File: config.mk
export PLATFORM = sky130hd
export DESIGN_NAME = modular_inverse_xgcd
export DESIGN_NICKNAME = d
export VERILOG_FILES = /design/src/hdl/xgcd_pkg.sv /design/src/hdl/xgcd_sequencer.sv /design/src/hdl/xgcd_datapath.sv /design/src/hdl/modular_inverse_xgcd.sv
export SDC_FILE = /design/constraint.sdc
export NUM_CORES = 2
export LEC_CHECK = 0
export BUFFER_PORTS_ARGS = -buffer_cell sky130_fd_sc_hd__buf_2
export CAP_MARGIN = 10
export CELL_PAD_IN_SITES_DETAIL_PLACEMENT = 0
export CELL_PAD_IN_SITES_GLOBAL_PLACEMENT = 2
export CORE_MARGIN = 2
export CORE_UTILIZATION = 43
export CTS_BUF_LIST = sky130_fd_sc_hd__clkbuf_8
export DETAILED_ROUTE_END_ITERATION = 12
export PLACE_DENSITY = 0.88
export SLEW_MARGIN = 25
export SYNTH_ARGS = -nofsm -noshare
export SYNTH_HDL_FRONTEND = slang
export SYNTH_HIERARCHICAL = 1
export SYNTH_SLANG_ARGS = --single-unit
File: constraint.sdc
create_clock -name clk -period 9.5 [get_ports clk]
set_input_delay 0.475 -clock clk [delete_from_list [all_inputs] [get_ports clk]]
set_output_delay 0.475 -clock clk [all_outputs]
set_load 0.005 [all_outputs]
File: src/hdl/xgcd_pkg.sv
// shared types, constants and the control program of the modular inverse sequencer
package xgcd_pkg;

  localparam int XGCD_WIDTH = 32;
  localparam int STEP_W     = 4;

  typedef logic [STEP_W-1:0] step_t;

  typedef enum logic [3:0] {
    OP_NOP,
    OP_LOAD,
    OP_DIV_INIT,
    OP_DIV_STEP,
    OP_MULX,
    OP_UPDX,
    OP_UPDY,
    OP_FIX_NEG,
    OP_FIX_HIGH,
    OP_EMIT
  } op_t;

  typedef enum logic [2:0] {
    C_NEXT,
    C_ALWAYS,
    C_NO_INPUT,
    C_CUR_ZERO,
    C_DIV_MORE,
    C_OUT_FREE
  } cond_t;

  typedef struct packed {
    op_t   op;
    cond_t cond;
    step_t target;
  } ucode_t;

  typedef struct packed {
    op_t op;
  } ctrl_t;

  typedef struct packed {
    logic cur_zero;
    logic div_more;
    logic out_busy;
  } status_t;

  // program addresses
  localparam step_t S_WAIT     = step_t'(0);
  localparam step_t S_TEST     = step_t'(1);
  localparam step_t S_DIV_INIT = step_t'(2);
  localparam step_t S_DIV_STEP = step_t'(3);
  localparam step_t S_MULX     = step_t'(4);
  localparam step_t S_UPDX     = step_t'(5);
  localparam step_t S_UPDY     = step_t'(6);
  localparam step_t S_FIX_NEG  = step_t'(7);
  localparam step_t S_FIX_HIGH = step_t'(8);
  localparam step_t S_EMIT     = step_t'(9);
  localparam step_t S_HOLD     = step_t'(10);

  // control store: a taken condition jumps to target, otherwise fall through
  function automatic ucode_t ucode_rom(input step_t pc);
    ucode_t w;
    unique case (pc)
      S_WAIT:     w = '{op: OP_LOAD,     cond: C_NO_INPUT, target: S_WAIT};
      S_TEST:     w = '{op: OP_NOP,      cond: C_CUR_ZERO, target: S_FIX_NEG};
      S_DIV_INIT: w = '{op: OP_DIV_INIT, cond: C_NEXT,     target: S_WAIT};
      S_DIV_STEP: w = '{op: OP_DIV_STEP, cond: C_DIV_MORE, target: S_DIV_STEP};
      S_MULX:     w = '{op: OP_MULX,     cond: C_NEXT,     target: S_WAIT};
      S_UPDX:     w = '{op: OP_UPDX,     cond: C_NEXT,     target: S_WAIT};
      S_UPDY:     w = '{op: OP_UPDY,     cond: C_ALWAYS,   target: S_TEST};
      S_FIX_NEG:  w = '{op: OP_FIX_NEG,  cond: C_NEXT,     target: S_WAIT};
      S_FIX_HIGH: w = '{op: OP_FIX_HIGH, cond: C_NEXT,     target: S_WAIT};
      S_EMIT:     w = '{op: OP_EMIT,     cond: C_OUT_FREE, target: S_WAIT};
      S_HOLD:     w = '{op: OP_NOP,      cond: C_ALWAYS,   target: S_EMIT};
      default:    w = '{op: OP_NOP,      cond: C_ALWAYS,   target: S_WAIT};
    endcase
    return w;
  endfunction

endpackage

File: src/hdl/xgcd_sequencer.sv
// step counter and control store of the modular inverse sequencer
module xgcd_sequencer (
  input  logic              clk,
  input  logic              rst_n,
  input  logic              in_valid,
  input  xgcd_pkg::status_t status,
  output xgcd_pkg::ctrl_t   ctrl,
  output logic              in_ready
);
  import xgcd_pkg::*;

  step_t  pc_r;
  step_t  pc_nxt;
  ucode_t uw;
  logic   taken;

  assign uw = ucode_rom(pc_r);

  always_comb begin
    unique case (uw.cond)
      C_NEXT:     taken = 1'b0;
      C_ALWAYS:   taken = 1'b1;
      C_NO_INPUT: taken = !in_valid;
      C_CUR_ZERO: taken = status.cur_zero;
      C_DIV_MORE: taken = status.div_more;
      C_OUT_FREE: taken = !status.out_busy;
      default:    taken = 1'b1;
    endcase
    pc_nxt = taken ? uw.target : pc_r + step_t'(1);
  end

  always_comb begin
    ctrl.op  = uw.op;
    in_ready = (pc_r == S_WAIT);
  end

  always_ff @(posedge clk) begin
    if (!rst_n) begin
      pc_r <= S_WAIT;
    end else begin
      pc_r <= pc_nxt;
    end
  end

endmodule

File: src/hdl/xgcd_datapath.sv
// remainders, coefficients, shift-subtract divider, shared multiplier and output word
module xgcd_datapath #(
  parameter int WIDTH = xgcd_pkg::XGCD_WIDTH
) (
  input  logic                    clk,
  input  logic                    rst_n,
  input  xgcd_pkg::ctrl_t         ctrl,
  output xgcd_pkg::status_t       status,
  input  logic                    in_valid,
  input  logic [WIDTH-2:0]        in_value,
  input  logic [WIDTH-2:0]        in_modulus,
  output logic                    out_valid,
  input  logic                    out_ready,
  output logic [WIDTH-2:0]        out_divisor,
  output logic signed [WIDTH-1:0] out_coeff_value,
  output logic signed [WIDTH-1:0] out_coeff_modulus,
  output logic [WIDTH-2:0]        out_inverse_value,
  output logic                    out_no_inverse
);
  import xgcd_pkg::*;

  localparam int OW = WIDTH - 1;
  localparam int CW = $clog2(OW);

  logic [OW-1:0]    cur_r, cur_nxt, prev_r, prev_nxt, n_r, n_nxt;
  logic [OW-1:0]    rem_r, rem_nxt, quo_r, quo_nxt;
  logic [CW-1:0]    cnt_r, cnt_nxt;
  logic [WIDTH-1:0] cx_r, cx_nxt, px_r, px_nxt, cy_r, cy_nxt, py_r, py_nxt;
  logic [WIDTH-1:0] prod_r, prod_nxt, inv_r, inv_nxt;
  logic [WIDTH-1:0] trial, trial_diff, n_ext, mul_a, mul_b;
  logic [2*WIDTH-1:0] prod_full;
  logic             ge, none;
  logic             out_valid_r, out_valid_nxt, emit;
  logic [OW-1:0]    odiv_r, oinv_r;
  logic [WIDTH-1:0] ocx_r, ocy_r;
  logic             onone_r;

  assign n_ext      = {1'b0, n_r};
  assign trial      = {rem_r, quo_r[OW-1]};
  assign trial_diff = trial - {1'b0, cur_r};
  assign ge         = (trial >= {1'b0, cur_r});
  assign mul_a      = {1'b0, quo_r};
  assign mul_b      = (ctrl.op == OP_UPDX) ? cy_r : cx_r;
  assign prod_full  = mul_a * mul_b;
  assign none       = (n_r == '0) || (prev_r != OW'(1));

  assign status.cur_zero = (cur_r == '0);
  assign status.div_more = (cnt_r != CW'(OW - 1));
  assign status.out_busy = out_valid_r && !out_ready;
  assign emit = (ctrl.op == OP_EMIT) && !status.out_busy;

  always_comb begin
    cur_nxt  = cur_r;
    prev_nxt = prev_r;
    n_nxt    = n_r;
    rem_nxt  = rem_r;
    quo_nxt  = quo_r;
    cnt_nxt  = cnt_r;
    cx_nxt   = cx_r;
    px_nxt   = px_r;
    cy_nxt   = cy_r;
    py_nxt   = py_r;
    prod_nxt = prod_r;
    inv_nxt  = inv_r;
    case (ctrl.op)
      OP_LOAD: begin
        if (in_valid) begin
          cur_nxt  = in_value;
          prev_nxt = in_modulus;
          n_nxt    = in_modulus;
          cx_nxt   = WIDTH'(1);
          px_nxt   = '0;
          cy_nxt   = '0;
          py_nxt   = WIDTH'(1);
        end
      end
      OP_DIV_INIT: begin
        rem_nxt = '0;
        quo_nxt = prev_r;
        cnt_nxt = '0;
      end
      OP_DIV_STEP: begin
        // one quotient bit per cycle, dividend bits shift out as quotient bits shift in
        rem_nxt = ge ? trial_diff[OW-1:0] : trial[OW-1:0];
        quo_nxt = {quo_r[OW-2:0], ge};
        cnt_nxt = cnt_r + CW'(1);
      end
      OP_MULX: begin
        prod_nxt = prod_full[WIDTH-1:0];
      end
      OP_UPDX: begin
        px_nxt   = cx_r;
        cx_nxt   = px_r - prod_r;
        prod_nxt = prod_full[WIDTH-1:0];
      end
      OP_UPDY: begin
        py_nxt   = cy_r;
        cy_nxt   = py_r - prod_r;
        prev_nxt = cur_r;
        cur_nxt  = rem_r;
      end
      OP_FIX_NEG: begin
        inv_nxt = px_r[WIDTH-1] ? px_r + n_ext : px_r;
      end
      OP_FIX_HIGH: begin
        if (inv_r >= n_ext) begin
          inv_nxt = inv_r - n_ext;
        end
      end
      default: begin
      end
    endcase
  end

  always_comb begin
    out_valid_nxt = out_valid_r;
    if (out_valid_r && out_ready) begin
      out_valid_nxt = 1'b0;
    end
    if (emit) begin
      out_valid_nxt = 1'b1;
    end
  end

  always_ff @(posedge clk) begin
    if (!rst_n) begin
      out_valid_r <= 1'b0;
      cnt_r       <= '0;
    end else begin
      out_valid_r <= out_valid_nxt;
      cnt_r       <= cnt_nxt;
    end
  end

  always_ff @(posedge clk) begin
    cur_r  <= cur_nxt;
    prev_r <= prev_nxt;
    n_r    <= n_nxt;
    rem_r  <= rem_nxt;
    quo_r  <= quo_nxt;
    cx_r   <= cx_nxt;
    px_r   <= px_nxt;
    cy_r   <= cy_nxt;
    py_r   <= py_nxt;
    prod_r <= prod_nxt;
    inv_r  <= inv_nxt;
    if (emit) begin
      odiv_r  <= prev_r;
      ocx_r   <= px_r;
      ocy_r   <= py_r;
      onone_r <= none;
      oinv_r  <= none ? '0 : inv_r[OW-1:0];
    end
  end

  assign out_valid         = out_valid_r;
  assign out_divisor       = odiv_r;
  assign out_coeff_value   = ocx_r;
  assign out_coeff_modulus = ocy_r;
  assign out_inverse_value = oinv_r;
  assign out_no_inverse    = onone_r;

  a_emit_sets_valid: assert property (@(posedge clk) disable iff (!rst_n)
    emit |=> out_valid_r)
    else $error("emitted word not presented");

  a_rem_below_divisor: assert property (@(posedge clk) disable iff (!rst_n)
    (ctrl.op == OP_DIV_STEP && !status.div_more) |=> (rem_r < cur_r))
    else $error("division remainder not below divisor");

  a_inverse_in_range: assert property (@(posedge clk) disable iff (!rst_n)
    (ctrl.op == OP_FIX_HIGH && n_r != '0 && prev_r == OW'(1)) |=> (inv_r < n_ext))
    else $error("inverse not reduced below modulus");

endmodule

File: src/hdl/modular_inverse_xgcd.sv
// modular inverse by the extended euclidean algorithm, top level
// Usage: present in_value and in_modulus on the input channel (valid/ready).
// One result word follows on the output channel for every accepted input word:
// the gcd, both signed Bezout coefficients, the inverse of value modulo
// modulus in 0..modulus-1, and no_inverse, set when the gcd is not 1 or the
// modulus is zero (inverse then reads 0).
// A microcoded sequencer runs one word at a time; in_ready is high only while
// it waits at the start of its program. Each euclid step runs a test, a
// divider setup, a shift-subtract step of the divider per quotient bit, a
// multiply and the updates of both coefficient pairs on the shared
// multiplier and coefficient adders. The number of euclid steps is at most
// about 46 for 31-bit operands; a value of zero takes no step. in_ready
// rises together with out_valid, so a new word is taken only once the last
// result has been emitted. The result sits in an output register, so a
// stalled receiver holds the sequencer only at its final step; the next
// word is taken once the result is written out. Reset clears the sequencer
// and the output valid bit.
module modular_inverse_xgcd #(
  parameter int WIDTH = xgcd_pkg::XGCD_WIDTH
) (
  input  logic                    clk,
  input  logic                    rst_n,
  input  logic                    in_valid,
  output logic                    in_ready,
  input  logic [WIDTH-2:0]        in_value,
  input  logic [WIDTH-2:0]        in_modulus,
  output logic                    out_valid,
  input  logic                    out_ready,
  output logic [WIDTH-2:0]        out_divisor,
  output logic signed [WIDTH-1:0] out_coeff_value,
  output logic signed [WIDTH-1:0] out_coeff_modulus,
  output logic [WIDTH-2:0]        out_inverse_value,
  output logic                    out_no_inverse
);
  import xgcd_pkg::*;

  ctrl_t   ctrl;
  status_t status;

  xgcd_sequencer u_seq (
    .clk      (clk),
    .rst_n    (rst_n),
    .in_valid (in_valid),
    .status   (status),
    .ctrl     (ctrl),
    .in_ready (in_ready)
  );

  xgcd_datapath #(
    .WIDTH (WIDTH)
  ) u_dp (
    .clk               (clk),
    .rst_n             (rst_n),
    .ctrl              (ctrl),
    .status            (status),
    .in_valid          (in_valid),
    .in_value          (in_value),
    .in_modulus        (in_modulus),
    .out_valid         (out_valid),
    .out_ready         (out_ready),
    .out_divisor       (out_divisor),
    .out_coeff_value   (out_coeff_value),
    .out_coeff_modulus (out_coeff_modulus),
    .out_inverse_value (out_inverse_value),
    .out_no_inverse    (out_no_inverse)
  );

endmodule
==> results by group <==
Outcome
  • Status: complete, no violations

Critical path
  • Cell with the most instances on the worst path: fa_1
  • CP Launch Type: flip-flop
  • Crit path kind: reg2reg
  • WP data arrival: just over 9 ns
  • Crit path launch: u_seq/uw[8]$_SDFF_PP0_
  • Crit. End Element: flip-flop
  • Worst path max stage delay: 0.56 ns
  • Worst EP required: 9.94 ns
  • Critical R2R Launch: u_seq/uw[8]$_SDFF_PP0_
  • Crit Path Max Fanout: 23
  • Slowest CP cell: fa_1

Layout
  • Most common cell after layout, fill and taps aside: nand2_1
  • Synth-to-Final Area Change: 10.3%
  • Nets: roughly 5000
  • FILL cells: 9235
  • Commonest non-fill, non-tap cells in the layout: nand2_1, inv_1, edfxtp_1
  • Register area: 0.0147 sq mm
  • Footprint of the multi-input gates: 0.0251 sq mm
  • Layout cells sized above 1: 9.58%

Clock tree
  • Clock latency on the worst-skew pair: 0.71 ns
  • Resized Gates After CTS: 0
  • Post-CTS setup buffers: 0
  • Hold buffers post-CTS: 33
  • Clock buffer depth: 3
  • Worst-path clk slew: 0.06 ns
  • Root Driver: clkbuf_8
  • CTS buffer count: 82
  • Clk sink count: 495
  • H-tree depth: 3
  • CTS tree: done

Floorplanning
  • Row count: 114
  • Die H: approximately 320 um
  • Initial core utilization: between 40% and 50%
  • Core Area: slightly below 0.1 sq mm
  • Die width: 317 um
  • Die area: 0.101 sq mm
  • Io pins: 195

Yosys
  • Syn Std Cell Area: between 0.04 and 0.05 sq mm
  • Syn avg cell area: 10.2 sq um
  • Synth Flop Type: edfxtp_1
  • Synth async-reset ratio: 0%
  • Register bit total from synthesis: about 500
  • Syn Inst Count: 4154
  • Register area share after synthesis: 34.7%
  • Synth unique cells: 81
  • EDFF count, synth: 474
  • Syn Nets: 4913
  • Yosys warns: 6

GRT
  • Largest net degree at the start of global routing: 92
  • First-pass GRT wire length: 186000 um
  • Total GRT Usage: 23.9%
  • Antenna violations before repair: 3
  • Vias in the first global route: around 31000
  • Congestion Overflow GR: 0

Timing
  • Final setup fails: 0
  • Slew margin rel.: between 30% and 40%
  • Tcrit/Tclk final: 93.8%
  • Fmax: around 110 MHz
  • Setup TNS: 0 ns
  • Final Hold Fails: 0
  • Max Transition Viols Final: 0
  • Minimum clock period: 8.91 ns
  • Worst-margin pin slew: about 1 ns
  • RSZ-0062 raised after global routing: no
  • Clock Skew: 0.0369 ns

Drt
  • Post-route ant nets: 0
  • Residual DRC count: 0
  • Initial DRC Count: 2137
  • Vias: about 30000
  • Routed wire per std cell: 21.1 um
  • First drt pass iteration count: 6
  • Via count normalized by instance count: 5.35
  • Routed wire length: 120000 um

Run
  • Max_cap viols: 0

Placed design
  • Port-buffer cells: roughly 190
  • Final HPWL from detailed placement: 92800 um
  • RD Place Congestion: 0.918

Worst hold path
  • Worst Hold Class: in2reg
  • Min-delay src: in_modulus[25]
## routing by layer
metal,up-vias,wire [um],track usage [%]
met5,-,0,0
met3,152,6320,3.72
met1,15255,53600,33.0
met4,0,2750,5.94
li1,14219,-,-
met2,825,57400,39.6
## critical path: cells and delay by family (launching register included)
kind | cells | cell delay (ns)
compound gates | 7 | 1.74
xor+xnor | 1 | 0.16
fa+ha+maj | 9 | 4.25
buf+inv | 4 | 0.77
flops | 1 | 0.43
mux | 1 | 0.54
simple gates | 4 | 0.73
## flip-flops by register name, summed over array words and instances, names as in the netlist, 32 cells and up
register                flops
u_dp/cx_r                  32
u_dp/inv_r                 32
u_dp/prod_r                32
u_dp/out_coeff_modulus     32
u_dp/py_r                  32
u_dp/cy_r                  32
u_dp/px_r                  32
u_dp/out_coeff_value       32
## cells by family after synthesis
logic type | Yosys count | share of synthesized area (%)
xor gates and xnor gates | 203 | 4.21
buffers and inverters | 658 | 6.02
DFF | 495 | 34.7
muxes | 60 | 1.58
AOI/OAI and AO/OA | 592 | 8.95
and+or+nand+nor | 1453 | 16.7
adders and majority gates | 693 | 27.9
## cell usage after synthesis, types with 27 or more instances
cell	number	area, sq um
a211oi_1	29	218
a21o_1	61	458
a21oi_1	169	846
and2_1	364	2280
clkbuf_1	143	537
edfxtp_1	474	14200
fa_1	414	8290
ha_1	279	3490
inv_1	497	1870
mux2i_1	28	280
nand2_1	601	2260
nand2b_1	33	206
nand3_1	44	220
nor2_1	200	751
nor2b_1	43	269
nor3_1	51	255
nor4_1	27	169
o21a_1	42	315
o21ai_0	144	721
xnor2_1	143	1250
xor2_1	60	526
## cell type report
type                            count  share of cell area [%]
Tap cell                         1276                    3.42
Clock inverter                     61                    1.06
Multi-Input combinational cell   3001                    53.9
Inverter                          497                    4.00
Timing Repair Buffer              273                    3.60
Antenna cell                        5                  0.0268
Clock buffer                       88                    2.60
Sequential cell                   495                    31.4
## through the flow
stage                     utilization, %  instance area, sq um  instances  setup slack [ns]  hold slack [ns]
after floorplan                        -                 42300       4154              1.36            0.424
after global placement              45.9                 44500       5507             0.726            0.444
after detailed placement            45.9                 44600       5508             0.611            0.458
after CTS                           48.0                 46600       5690             0.585         0.000190
after global routing                48.1                 46600       5692             0.164           0.0156
final                               48.1                 46600       5696             0.591           0.0540
## worst paths after layout
| kind | to | slack (ns) | depth (start not counted) |
|---|---|---|---|
| worst min-delay path | u_dp/n_r[25]$_DFFE_PP_ | 0.05 | 1 |
| worst max-delay path | u_dp/prod_r[30]$_DFFE_PP_ | 0.59 | 26 |
| worst max register to register | u_dp/prod_r[30]$_DFFE_PP_ | 0.59 | 26 |
| worst min register to register | u_dp/out_coeff_modulus[20]$_DFFE_PP_ | 0.47 | 0 |
Power is left out: the tool's default activity adds up to more than one toggle a clock period on the data nets, which glitch-free logic cannot reach.
